<file path="src/hdl/space_vector_pwm_timing_macros.svh">
// ----------------------------------------------------------------------------
// Space vector PWM timing: assertion macros
// Shared concurrent assertion forms for the timing generator and its divider.
// ----------------------------------------------------------------------------
`ifndef SPACE_VECTOR_PWM_TIMING_MACROS_SVH
`define SPACE_VECTOR_PWM_TIMING_MACROS_SVH

// Same-cycle implication, disabled while reset is asserted.
`define SVPWM_ASSERT_IMPLY(label, clk, rst, ante, cons, msg) \
  label: assert property (@(posedge clk) disable iff (rst) (ante) |-> (cons)) \
    else $error(msg);

// Next-cycle implication, disabled while reset is asserted.
`define SVPWM_ASSERT_NEXT(label, clk, rst, ante, cons, msg) \
  label: assert property (@(posedge clk) disable iff (rst) (ante) |=> (cons)) \
    else $error(msg);

`endif

</file>
<file path="src/hdl/svpwm_pkg.sv">
// ----------------------------------------------------------------------------
// Space vector PWM timing: package
// Transaction types, sector codes and duty modes shared by the pipeline.
// ----------------------------------------------------------------------------
package svpwm_pkg;

  // Width of the duty fraction, which is also the number of divider stages.
  localparam int DUTY_BITS = 15;

  // sqrt(3)/2 in Q1.15.
  localparam logic signed [15:0] SQRT3_HALF_Q15 = 16'sd28378;

  // Largest duty fraction, reported on overmodulation.
  localparam logic [DUTY_BITS-1:0] DUTY_MAX = '1;

  // Sector numbers.
  localparam logic [2:0] SECTOR_1 = 3'd1;
  localparam logic [2:0] SECTOR_2 = 3'd2;
  localparam logic [2:0] SECTOR_3 = 3'd3;
  localparam logic [2:0] SECTOR_4 = 3'd4;
  localparam logic [2:0] SECTOR_5 = 3'd5;
  localparam logic [2:0] SECTOR_6 = 3'd6;

  // How the duty fraction of a transaction is formed.
  typedef enum logic [1:0] {
    DUTY_DIVIDE = 2'd0,
    DUTY_FULL   = 2'd1,
    DUTY_ZERO   = 2'd2
  } duty_mode_t;

  // Control that travels with each divider stage.
  typedef struct packed {
    logic       valid;
    duty_mode_t mode;
  } div_ctrl_t;

  // Input transaction.
  typedef struct packed {
    logic signed [15:0] alpha_volts;
    logic signed [15:0] beta_volts;
  } svpwm_in_t;

  // Result transaction.
  typedef struct packed {
    logic [15:0]          phase_a_count;
    logic [15:0]          phase_b_count;
    logic [15:0]          phase_c_count;
    logic [2:0]           sector;
    logic [DUTY_BITS-1:0] duty_fraction;
  } svpwm_out_t;

endpackage

</file>
<file path="src/hdl/svpwm_div.sv">
// ----------------------------------------------------------------------------
// Space vector PWM timing: duty divider
// Pipelined restoring divider, one quotient bit per stage, forming
// floor(num * 2^15 / period) for num below period. The rest of the result
// transaction rides alongside and the duty mode picks the final value.
// ----------------------------------------------------------------------------
module svpwm_div
  import svpwm_pkg::*;
(
  input  logic        clk,
  input  logic        rst,
  input  div_ctrl_t   in_ctrl,
  input  logic [15:0] in_num,
  input  svpwm_out_t  in_side,
  input  logic [15:0] period,
  output logic        out_valid,
  output svpwm_out_t  out_result
);

`include "space_vector_pwm_timing_macros.svh"

  // Stage registers.
  div_ctrl_t            stage_ctrl [DUTY_BITS];
  logic [15:0]          stage_rem  [DUTY_BITS];
  logic [DUTY_BITS-1:0] stage_quo  [DUTY_BITS];
  svpwm_out_t           stage_side [DUTY_BITS];

  // Values entering each stage.
  div_ctrl_t            prev_ctrl [DUTY_BITS];
  logic [15:0]          prev_rem  [DUTY_BITS];
  logic [DUTY_BITS-1:0] prev_quo  [DUTY_BITS];
  svpwm_out_t           prev_side [DUTY_BITS];

  for (genvar k = 0; k < DUTY_BITS; k++) begin : g_stage
    logic [16:0] dbl;
    logic        take;

    // Stage inputs come from the port or the stage before.
    if (k == 0) begin : g_first
      assign prev_ctrl[k] = in_ctrl;
      assign prev_rem[k]  = in_num;
      assign prev_quo[k]  = '0;
      assign prev_side[k] = in_side;
    end else begin : g_next
      assign prev_ctrl[k] = stage_ctrl[k-1];
      assign prev_rem[k]  = stage_rem[k-1];
      assign prev_quo[k]  = stage_quo[k-1];
      assign prev_side[k] = stage_side[k-1];
    end

    // One restoring step: double the remainder and subtract if it fits.
    assign dbl  = {prev_rem[k], 1'b0};
    assign take = (dbl >= {1'b0, period});

    always_ff @(posedge clk) begin
      if (rst) begin
        stage_ctrl[k].valid <= 1'b0;
      end else begin
        stage_ctrl[k].valid <= prev_ctrl[k].valid;
      end
      stage_ctrl[k].mode <= prev_ctrl[k].mode;
      stage_rem[k]       <= take ? 16'(dbl - {1'b0, period}) : dbl[15:0];
      stage_quo[k]       <= {prev_quo[k][DUTY_BITS-2:0], take};
      stage_side[k]      <= prev_side[k];
    end
  end

  // Final duty selection.
  always_comb begin
    out_result = stage_side[DUTY_BITS-1];
    case (stage_ctrl[DUTY_BITS-1].mode)
      DUTY_FULL:   out_result.duty_fraction = DUTY_MAX;
      DUTY_ZERO:   out_result.duty_fraction = '0;
      default:     out_result.duty_fraction = stage_quo[DUTY_BITS-1];
    endcase
  end

  assign out_valid = stage_ctrl[DUTY_BITS-1].valid;

  // A dividend must be below the period for the quotient to fit.
  `SVPWM_ASSERT_IMPLY(a_div_num_range, clk, rst, in_ctrl.valid && in_ctrl.mode == DUTY_DIVIDE, in_num < period, "divider input not below period")
  // The remainder stays below the period through the whole chain.
  `SVPWM_ASSERT_IMPLY(a_div_rem_range, clk, rst, out_valid && stage_ctrl[DUTY_BITS-1].mode == DUTY_DIVIDE, stage_rem[DUTY_BITS-1] < period, "divider remainder out of range")
  // An entering transaction reaches the first stage on the next cycle.
  `SVPWM_ASSERT_NEXT(a_div_valid_step, clk, rst, in_ctrl.valid, stage_ctrl[0].valid, "divider dropped a transaction")

endmodule

</file>
<file path="src/hdl/space_vector_pwm_timing.sv">
// ----------------------------------------------------------------------------
// Space vector PWM timing generator
// Turns an alpha/beta voltage pair into three centered compare counts, the
// sector number and the active duty fraction for one PWM period.
// ----------------------------------------------------------------------------
//
//  Channel   Handshake               Payload
//  -------   ---------------------   -------------------------------------
//  input     start / busy            volts  (alpha_volts, beta_volts)
//  result    result_valid (strobe)   result (phase counts, sector, duty)
//  config    cfg_valid / cfg_ready   cfg_data (pwm_period)
//
//  A transaction is taken every cycle while busy is low; its result strobes
//  after seven arithmetic stages, fifteen divider stages and the output register.
//  The divider chain, one quotient bit per stage, sets the depth.
//  busy is held high and cfg_ready low during reset and the cycle after it.
//  The receiver cannot stall, so the pipeline never holds.
//
module space_vector_pwm_timing
  import svpwm_pkg::*;
(
  input  logic        clk,
  input  logic        rst,
  input  logic        start,
  output logic        busy,
  input  svpwm_in_t   volts,
  output logic        result_valid,
  output svpwm_out_t  result,
  input  logic        cfg_valid,
  output logic        cfg_ready,
  input  logic [15:0] cfg_data
);

`include "space_vector_pwm_timing_macros.svh"

  // Clamp a signed count to 0..period.
  function automatic logic [15:0] clamp_count(input logic signed [19:0] v,
                                              input logic [15:0] p);
    logic [15:0] r;
    if (v < 0) begin
      r = '0;
    end else if (v > $signed({4'b0, p})) begin
      r = p;
    end else begin
      r = v[15:0];
    end
    return r;
  endfunction

  logic [15:0] pwm_period;
  logic [5:0]  stage_valid;

  // Stage 1: input and cross product.
  logic signed [15:0] s1_beta;
  logic signed [30:0] s1_cross;
  logic signed [31:0] cross_prod;

  // Stage 2: reference voltages in Q2.30.
  logic signed [31:0] s2_vr1, s2_vr2, s2_vr3;
  logic signed [31:0] cross_ext, half_ext, vr1_ext;

  // Stage 3: sector and active vector lengths.
  logic [2:0]  s3_sector;
  logic [30:0] s3_tv1, s3_tv2;
  logic [2:0]  sector_next;
  logic [30:0] tv1_next, tv2_next;
  logic signed [31:0] neg_vr1, neg_vr2, neg_vr3;

  // Stage 4: scaled times.
  logic [2:0]  s4_sector;
  logic [16:0] s4_t1, s4_t2;
  logic [46:0] t1_prod, t2_prod;

  // Stage 5: sum and zero time.
  logic [2:0]         s5_sector;
  logic [16:0]        s5_t2;
  logic [17:0]        s5_sum;
  logic signed [18:0] s5_diff;
  logic [17:0]        sum_next;

  // Stage 6: unclamped compare counts.
  logic [2:0]         s6_sector;
  logic [17:0]        s6_sum;
  logic signed [19:0] s6_ta, s6_tb, s6_tc;
  logic signed [18:0] tc_next;

  // Stage 7: clamped, permuted counts and duty mode.
  div_ctrl_t   s7_ctrl;
  logic [15:0] s7_num;
  svpwm_out_t  s7_side;
  svpwm_out_t  side_next;
  duty_mode_t  mode_next;
  logic [15:0] ca, cb, cc;

  logic       div_valid;
  svpwm_out_t div_result;

  // Handshake and configuration register.
  always_ff @(posedge clk) begin
    if (rst) begin
      busy       <= 1'b1;
      pwm_period <= '0;
    end else begin
      busy <= 1'b0;
      if (cfg_valid && cfg_ready) begin
        pwm_period <= cfg_data;
      end
    end
  end

  assign cfg_ready = !busy;

  // Valid bits of the arithmetic stages.
  always_ff @(posedge clk) begin
    if (rst) begin
      stage_valid <= '0;
    end else begin
      stage_valid <= {stage_valid[4:0], start && !busy};
    end
  end

  // Stage 1.
  assign cross_prod = 32'(volts.alpha_volts) * 32'(SQRT3_HALF_Q15);

  always_ff @(posedge clk) begin
    s1_beta  <= volts.beta_volts;
    s1_cross <= cross_prod[30:0];
  end

  // Stage 2.
  assign cross_ext = {s1_cross[30], s1_cross};
  assign half_ext  = {{2{s1_beta[15]}}, s1_beta, 14'b0};
  assign vr1_ext   = {s1_beta[15], s1_beta, 15'b0};

  always_ff @(posedge clk) begin
    s2_vr1 <= vr1_ext;
    s2_vr2 <= cross_ext - half_ext;
    s2_vr3 <= -cross_ext - half_ext;
  end

  // Stage 3: sector decode from the signs of the references.
  assign neg_vr1 = -s2_vr1;
  assign neg_vr2 = -s2_vr2;
  assign neg_vr3 = -s2_vr3;

  always_comb begin
    if (!s2_vr1[31]) begin
      if (!s2_vr2[31]) begin
        sector_next = SECTOR_3;
        tv1_next    = s2_vr2[30:0];
        tv2_next    = s2_vr1[30:0];
      end else if (!s2_vr3[31]) begin
        sector_next = SECTOR_5;
        tv1_next    = s2_vr1[30:0];
        tv2_next    = s2_vr3[30:0];
      end else begin
        sector_next = SECTOR_1;
        tv1_next    = neg_vr2[30:0];
        tv2_next    = neg_vr3[30:0];
      end
    end else if (!s2_vr2[31]) begin
      if (!s2_vr3[31]) begin
        sector_next = SECTOR_6;
        tv1_next    = s2_vr3[30:0];
        tv2_next    = s2_vr2[30:0];
      end else begin
        sector_next = SECTOR_2;
        tv1_next    = neg_vr3[30:0];
        tv2_next    = neg_vr1[30:0];
      end
    end else begin
      sector_next = SECTOR_4;
      tv1_next    = neg_vr1[30:0];
      tv2_next    = neg_vr2[30:0];
    end
  end

  always_ff @(posedge clk) begin
    s3_sector <= sector_next;
    s3_tv1    <= tv1_next;
    s3_tv2    <= tv2_next;
  end

  // Stage 4: scale the period by each vector length, truncating.
  assign t1_prod = 47'(pwm_period) * 47'(s3_tv1);
  assign t2_prod = 47'(pwm_period) * 47'(s3_tv2);

  always_ff @(posedge clk) begin
    s4_sector <= s3_sector;
    s4_t1     <= t1_prod[46:30];
    s4_t2     <= t2_prod[46:30];
  end

  // Stage 5: active time and remaining zero time.
  assign sum_next = {1'b0, s4_t1} + {1'b0, s4_t2};

  always_ff @(posedge clk) begin
    s5_sector <= s4_sector;
    s5_t2     <= s4_t2;
    s5_sum    <= sum_next;
    s5_diff   <= $signed({3'b0, pwm_period}) - $signed({1'b0, sum_next});
  end

  // Stage 6: halve toward zero, then build the three counts.
  assign tc_next = (s5_diff + $signed({18'b0, s5_diff[18]})) >>> 1;

  always_ff @(posedge clk) begin
    s6_sector <= s5_sector;
    s6_sum    <= s5_sum;
    s6_tc     <= 20'(tc_next);
    s6_tb     <= 20'(tc_next) + $signed({3'b0, s5_t2});
    s6_ta     <= 20'(tc_next) + $signed({2'b0, s5_sum});
  end

  // Stage 7: clamp, permute by sector and choose how duty is formed.
  assign ca = clamp_count(s6_ta, pwm_period);
  assign cb = clamp_count(s6_tb, pwm_period);
  assign cc = clamp_count(s6_tc, pwm_period);

  always_comb begin
    side_next               = '0;
    side_next.sector        = s6_sector;
    case (s6_sector)
      SECTOR_3: begin
        side_next.phase_a_count = ca;
        side_next.phase_b_count = cb;
        side_next.phase_c_count = cc;
      end
      SECTOR_5: begin
        side_next.phase_a_count = cc;
        side_next.phase_b_count = ca;
        side_next.phase_c_count = cb;
      end
      SECTOR_1: begin
        side_next.phase_a_count = cb;
        side_next.phase_b_count = ca;
        side_next.phase_c_count = cc;
      end
      SECTOR_6: begin
        side_next.phase_a_count = cb;
        side_next.phase_b_count = cc;
        side_next.phase_c_count = ca;
      end
      SECTOR_2: begin
        side_next.phase_a_count = ca;
        side_next.phase_b_count = cc;
        side_next.phase_c_count = cb;
      end
      default: begin
        side_next.phase_a_count = cc;
        side_next.phase_b_count = cb;
        side_next.phase_c_count = ca;
      end
    endcase

    if (pwm_period == '0) begin
      mode_next = DUTY_ZERO;
    end else if (s6_sum >= {2'b0, pwm_period}) begin
      mode_next = DUTY_FULL;
    end else begin
      mode_next = DUTY_DIVIDE;
    end
  end

  always_ff @(posedge clk) begin
    if (rst) begin
      s7_ctrl.valid <= 1'b0;
    end else begin
      s7_ctrl.valid <= stage_valid[5];
    end
    s7_ctrl.mode <= mode_next;
    s7_num       <= (mode_next == DUTY_DIVIDE) ? s6_sum[15:0] : '0;
    s7_side      <= side_next;
  end

  // Duty fraction divider.
  svpwm_div u_div (
    .clk        (clk),
    .rst        (rst),
    .in_ctrl    (s7_ctrl),
    .in_num     (s7_num),
    .in_side    (s7_side),
    .period     (pwm_period),
    .out_valid  (div_valid),
    .out_result (div_result)
  );

  // Output register.
  always_ff @(posedge clk) begin
    if (rst) begin
      result_valid <= 1'b0;
    end else begin
      result_valid <= div_valid;
    end
    result <= div_result;
  end

  // A result always carries a sector in range.
  `SVPWM_ASSERT_IMPLY(a_sector_range, clk, rst, result_valid, result.sector >= SECTOR_1 && result.sector <= SECTOR_6, "sector out of range")
  // Compare counts never exceed the period.
  `SVPWM_ASSERT_IMPLY(a_count_range, clk, rst, result_valid, result.phase_a_count <= pwm_period && result.phase_b_count <= pwm_period && result.phase_c_count <= pwm_period, "compare count above period")
  // A zero period gives zero counts and zero duty.
  `SVPWM_ASSERT_IMPLY(a_zero_period, clk, rst, result_valid && pwm_period == '0, result.phase_a_count == '0 && result.phase_b_count == '0 && result.phase_c_count == '0 && result.duty_fraction == '0, "nonzero output at zero period")

endmodule

</file>
<file path="config.mk">
export PLATFORM = sky130hd
export DESIGN_NAME = space_vector_pwm_timing
export DESIGN_NICKNAME = d
export VERILOG_FILES = /design/src/hdl/svpwm_pkg.sv /design/src/hdl/svpwm_div.sv /design/src/hdl/space_vector_pwm_timing.sv
export VERILOG_INCLUDE_DIRS = /design/src /design/src/hdl
export SDC_FILE = /design/constraint.sdc
export NUM_CORES = 2
export LEC_CHECK = 0
export BUFFER_PORTS_ARGS = -buffer_cell sky130_fd_sc_hd__clkbuf_2
export CAP_MARGIN = 10
export CORE_ASPECT_RATIO = 0.5
export CORE_UTILIZATION = 55
export CTS_CLUSTER_DIAMETER = 50
export DETAILED_ROUTE_END_ITERATION = 8
export PLACE_DENSITY = 0.71
export SLEW_MARGIN = 20
export SYNTH_ARGS = -nofsm -noshare
export SYNTH_HDL_FRONTEND = slang
export SYNTH_HIERARCHICAL = 1
export SYNTH_SLANG_ARGS = --single-unit
</file>
<file path="constraint.sdc">
create_clock -name clk -period 13.3 [get_ports clk]
set_input_delay 1.33 -clock clk [delete_from_list [all_inputs] [get_ports clk]]
set_output_delay 1.33 -clock clk [all_outputs]
set_load 0.02 [all_outputs]
</file>
* Yosys cells after proc, flatten, opt, wreduce, memory -nomap -nowiden
Memories as Yosys holds them, arrays and structs flattened. A register that Yosys moved wholly into a read port is not among the register bits.
Index checks and enable logic that the tools add are counted.
** Cells by class
- Shift operators :: 0
- Divide/modulo/power cells :: 0
- Equal/unequal tests :: 7
- Reduce and logical (&&, ||, !) cells :: 5
- Add/subtract/negate cells :: 26
- Multiply operators :: 3
- $lt $le $gt $ge :: 22
- Mux-type cells :: 57
- Bitwise logic cells :: 15
** Operators with widths (number)
- two-way mux 16 bit :: 21
- two-way mux 31 bit :: 9
- greater-or-equal comparator 17 x 16 -> 1 bit :: 15
- case mux 48 bit (5 select lines) :: 1
- subtractor 16 bit :: 15
- multiplier 16 x 31 -> 47 bit :: 2
- negator 31 bit :: 3
- negator 31 -> 32 bit :: 1
- subtractor 31 x 30 -> 32 bit :: 1
- subtractor 32 x 30 -> 32 bit :: 1
- multiplier 16 x 15 -> 30 bit (second input constant) :: 1
- case mux 15 bit (2 select lines) :: 1
- adder 18 x 19 -> 20 bit :: 1
- > comparator 20 x 17 -> 1 bit :: 1
- < comparator 20 x 1 -> 1 bit (second input constant) :: 1
- adder 18 x 18 -> 19 bit :: 1
- adder 19 x 2 -> 19 bit :: 1
- > comparator 19 x 17 -> 1 bit :: 1
- < comparator 19 x 1 -> 1 bit (second input constant) :: 1
- two-way mux 1 bit :: 19
- subtractor 16 x 18 -> 19 bit :: 1
- adder 17 x 17 -> 18 bit :: 1
- greater-or-equal comparator 18 x 16 -> 1 bit :: 1
- > comparator 18 x 17 -> 1 bit :: 1
- other kinds (13) :: 34
** Storage, ports and cells
- Bits in read-only memories :: 0
- Bits of input ports :: 52
- Logic and storage cells :: 171
- Output and inout port bits :: 69
- Memories :: 4
- Bits in writable memories :: 1500
- Bits in latches :: 0
- Flip-flop bits (word level) :: 472
** Memories
- u_div.stage_side :: depth 15, bits a word 66, read ports 15, clocked after memory_dff 1, write ports 15, line svpwm_div.sv:26 : svpwm_out_t stage_side [DUTY_BITS];
- u_div.stage_rem :: depth 15, bits a word 16, read ports 14, clocked after memory_dff 0, write ports 15, line svpwm_div.sv:24 : logic [15:0] stage_rem [DUTY_BITS];
- u_div.stage_quo :: depth 15, bits a word 15, read ports 15, clocked after memory_dff 0, write ports 15, line svpwm_div.sv:25 : logic [DUTY_BITS-1:0] stage_quo [DUTY_BITS];
- u_div.stage_ctrl :: depth 15, bits a word 3, read ports 15, clocked after memory_dff 0, write ports 15, line svpwm_div.sv:23 : div_ctrl_t stage_ctrl [DUTY_BITS];

* Depth between registers and ports, before layout
- Depth after elaboration :: 4
- Depth in mapped cells :: 25

* By module
The synthesis kept the hierarchy.
** Modules (own cells, without submodules)
- space_vector_pwm_timing :: cells an instance 6164, times used 1, area an instance 57213.6 µm²
- svpwm_div :: cells an instance 3001, times used 1, area an instance 36769.0 µm²

* Worst setup path before layout
OpenSTA, ideal clock, no wires.
- Path type :: reg2reg
- Start :: register pwm_period[1]
- End :: register s4_t1[15]
- Period minus slack after synthesis :: 7.158 ns
- Setup slack :: 6.142 ns
- Data arrival time :: 7.086 ns
- Cell stages (with the launch flop) :: 23
- Cell sequence :: dfxtp_1 clkbuf_1 clkbuf_1 nand2_1 fa_1 fa_1 fa_1 inv_1 fa_1 fa_1 inv_1 fa_1 inv_1 ha_1 a2111oi_0 o31ai_1 a21oi_1 o221ai_1 a221oi_1 o221ai_1 a211o_1 a21oi_1 xnor2_1
** On the way
- Longest elaborated chain between the ends :: 1
** RTL lines
- from (decl) :: line space_vector_pwm_timing.sv:50 : logic [15:0] pwm_period;
- from (signal assigned) :: line space_vector_pwm_timing.sv:106 : pwm_period <= cfg_data;
- multiplier 16 x 31 -> 47 bit :: line space_vector_pwm_timing.sv:185 : assign t1_prod = 47'(pwm_period) * 47'(s3_tv1);
- via t1_prod[45] :: line space_vector_pwm_timing.sv:72 : logic [46:0] t1_prod, t2_prod;
- to (signal assigned) :: line space_vector_pwm_timing.sv:190 : s4_t1 <= t1_prod[46:30];
- to (decl) :: line space_vector_pwm_timing.sv:71 : logic [16:0] s4_t1, s4_t2;
The timed path passes the listed nets, and every way through them passes these cells.
A chain may end at the register's enable or synchronous reset.

* Worst setup path after layout
- Start :: register pwm_period[1]
- End :: register s4_t1[10]
Same word-level chain as after synthesis.

==> results.yml <==
run_status:
  outcome: "complete, but fails checks"
  violations: "DRC"
floorplanning:
  die_height_um: 294
  start_util_pct: 55.8
  core_region_area_sq_mm: 0.168
  rows: 106
  io_pins: 121
  fp.dieW_um: 587
  die_area_sq_mm: 0.173
power_and_ir_drop:
  finalPower_mw: 26.5
  p_per_area_mw_per_mm2: 260
  irDropWorstVdd_v: 0.000246
  power.leakage_nw: 46.5
placement:
  place_ws_ns: 5.02
  dp_hpwl_um: 158000
  post-place-cells: 11305
  port_buffers: 120
  place_congestion: 0.934
logic_synthesis:
  postSynthCellCount: 9164
  syn-cell-area_sq_mm: 0.0940
  synth_fp_nets: 10906
  avgSynthCellArea_sq_um: 10.3
  yosys_warnings: 6
clocking:
  ctsHoldBuffers: 0
  tritoncts: "done"
  numCtsBuffers: 158
  cts_setup_buffers: 0
  cts_root_buf: "clkbuf_16"
  clkTransAtPathRegs_ns: 0.07
  htreeDepth: 4
  worst_skew_pair.late_latency_ns: 0.83
  clock_sinks: 1672
  cts_resized: 0
  clk_path_buf_depth: 4
timing:
  period_needed_ns: 8.25
  finalSetupViolCount: 0
  hold_viol: 0
  rsz0062_at_grt: "no"
  slew_headroom_pct: 19.0
  fin_setup_tns_ns: 0
  fin_crit_sh_pct: 62.0
  skew_ns: 0.0794
  max_freq_mhz: 121
  maxSlewViolCount: 0
  worst_pin_slew_ns: 1.22
  worst_slack_ns: 5.05
routing:
  drc: 8
  drtAntennaViolNets: 0
  firstDrtPassIters: 7
  via_per_inst: 5.46
  via_count: 63228
  routed_wl_um: 219000
  drt-wirelength-per-cell_um: 18.9
  drt_iter0_drc: 4428
run:
  max_cap_viol_count: 0
final_layout:
  fillers: 13990
  fin_cells: 11581
  regArea_sq_mm: 0.0335
  drive_gt1_share_pct: 7.79
  nets: 10939
  multiInputGateArea_sq_mm: 0.0545
  synthToLayoutAreaGrowth_pct: 8.52
setup_path:
  cp.required_ns: 13.91
  endpoint_kind: "flip-flop"
  path_class: "reg2reg"
  worstSetupStartpointType: "flip-flop"
  worstPathMaxFanout: 46
  arrival_ns: 8.86
global_route:
  overflow: 0
  grt_pass1_vias: 63941
  grt_usage_pct: 25.7
  grt_max_degree: 88
  antenna_found_initial: 5
  grt_pass1_wl_um: 350000
min_path:
  hp-class: "reg2reg"
## flip-flops by register name, indices dropped and copies added, names as in the netlist, 17 cells and up
signal	flops
result	66
s1_cross	30
s2_vr2	30
s2_vr3	31
s3_tv1	30
s3_tv2	30
s4_t1	17
s4_t2	17
s5_diff	19
s5_sum	18
s5_t2	17
s6_sum	18
s6_ta	20
s6_tb	19
s6_tc	18
s7_side	51
u_div/stage_ctrl	45
u_div/stage_quo	120
u_div/stage_rem	224
u_div/stage_side	765
## area by class of cell
| cell class | count | share of cell area (%) |
|---|---|---|
| Antenna cell | 1 | 0.00245 |
| Clock buffer | 193 | 4.26 |
| Clock inverter | 82 | 0.915 |
| Inverter | 1273 | 4.69 |
| Multi-Input combinational cell | 5908 | 53.4 |
| Sequential cell | 1672 | 32.8 |
| Tap cell | 2268 | 2.78 |
| Timing Repair Buffer | 184 | 1.06 |
## cell usage in the layout (no fill, tap or decap), types with 120 or more instances in the layout
cell type  count
a21o_1       138
inv_1       1271
nor2_1       296
ha_1         772
xnor2_1      250
a21oi_1      334
clkbuf_2     120
dfxtp_1     1653
mux2_2       172
xor2_1       130
o21ai_0      209
clkbuf_16    160
fa_1         918
nor3_1       121
and2_1       423
nand2_1      879
## worst max-delay path, cell delays in order (launching register included)
cell	delay, ns
dfxtp_4	0.77
buf_4	0.65
nand2_1	0.16
fa_1	0.54
fa_1	0.45
fa_1	0.52
inv_1	0.05
fa_1	0.46
fa_1	0.55
inv_1	0.06
fa_1	0.56
inv_1	0.05
ha_1	0.33
a2111oi_0	0.45
o31ai_1	0.13
a21oi_1	0.17
o221ai_1	0.28
a221oi_1	0.70
o221ai_1	0.47
nor2_1	0.32
o21a_1	0.22
o311ai_0	0.14
## metrics by stage
stage / instance area (sq um) / util (%) / hold slack, ns
2_1_floorplan: 94000 / - / 0.310
3_3_place_gp: 96700 / 57.4 / 0.310
3_5_place_dp: 96700 / 57.4 / 0.312
4_1_cts: 102000 / 60.5 / 0.276
5_1_grt: 102000 / 60.5 / 0.272
6_report: 102000 / 60.5 / 0.280
## final timing paths
path | startpoint | to | cells past startpoint | slack [ns]
setup reg to reg | pwm_period[1] | s4_t1[10] | 21 | 5.05
hold reg to reg | u_div/stage_side[3][48] | u_div/stage_side[3][114] | 0 | 0.28
setup / recovery | pwm_period[1] | s4_t1[10] | 21 | 5.05
hold / removal | u_div/stage_side[3][48] | u_div/stage_side[3][114] | 0 | 0.28
## power by group
part / leakage [nW] / internal [mW] / switching [mW]
sequential: 14.0 / 7.09 / 1.42
combinational: 30.0 / 5.79 / 7.58
clock: 2.56 / 2.60 / 1.99
total: 46.5 / 15.5 / 11.0
## layer usage
metal | wire length (um) | vias to the layer above | global-route usage (%)
li1 | - | 30000 | -
met4 | 7060 | 4 | 8.36
met1 | 96700 | 30827 | 34.5
met3 | 15600 | 417 | 4.89
met2 | 99400 | 1980 | 42.1
met5 | 79 | - | 0
(Power assumes the default switching activity.)
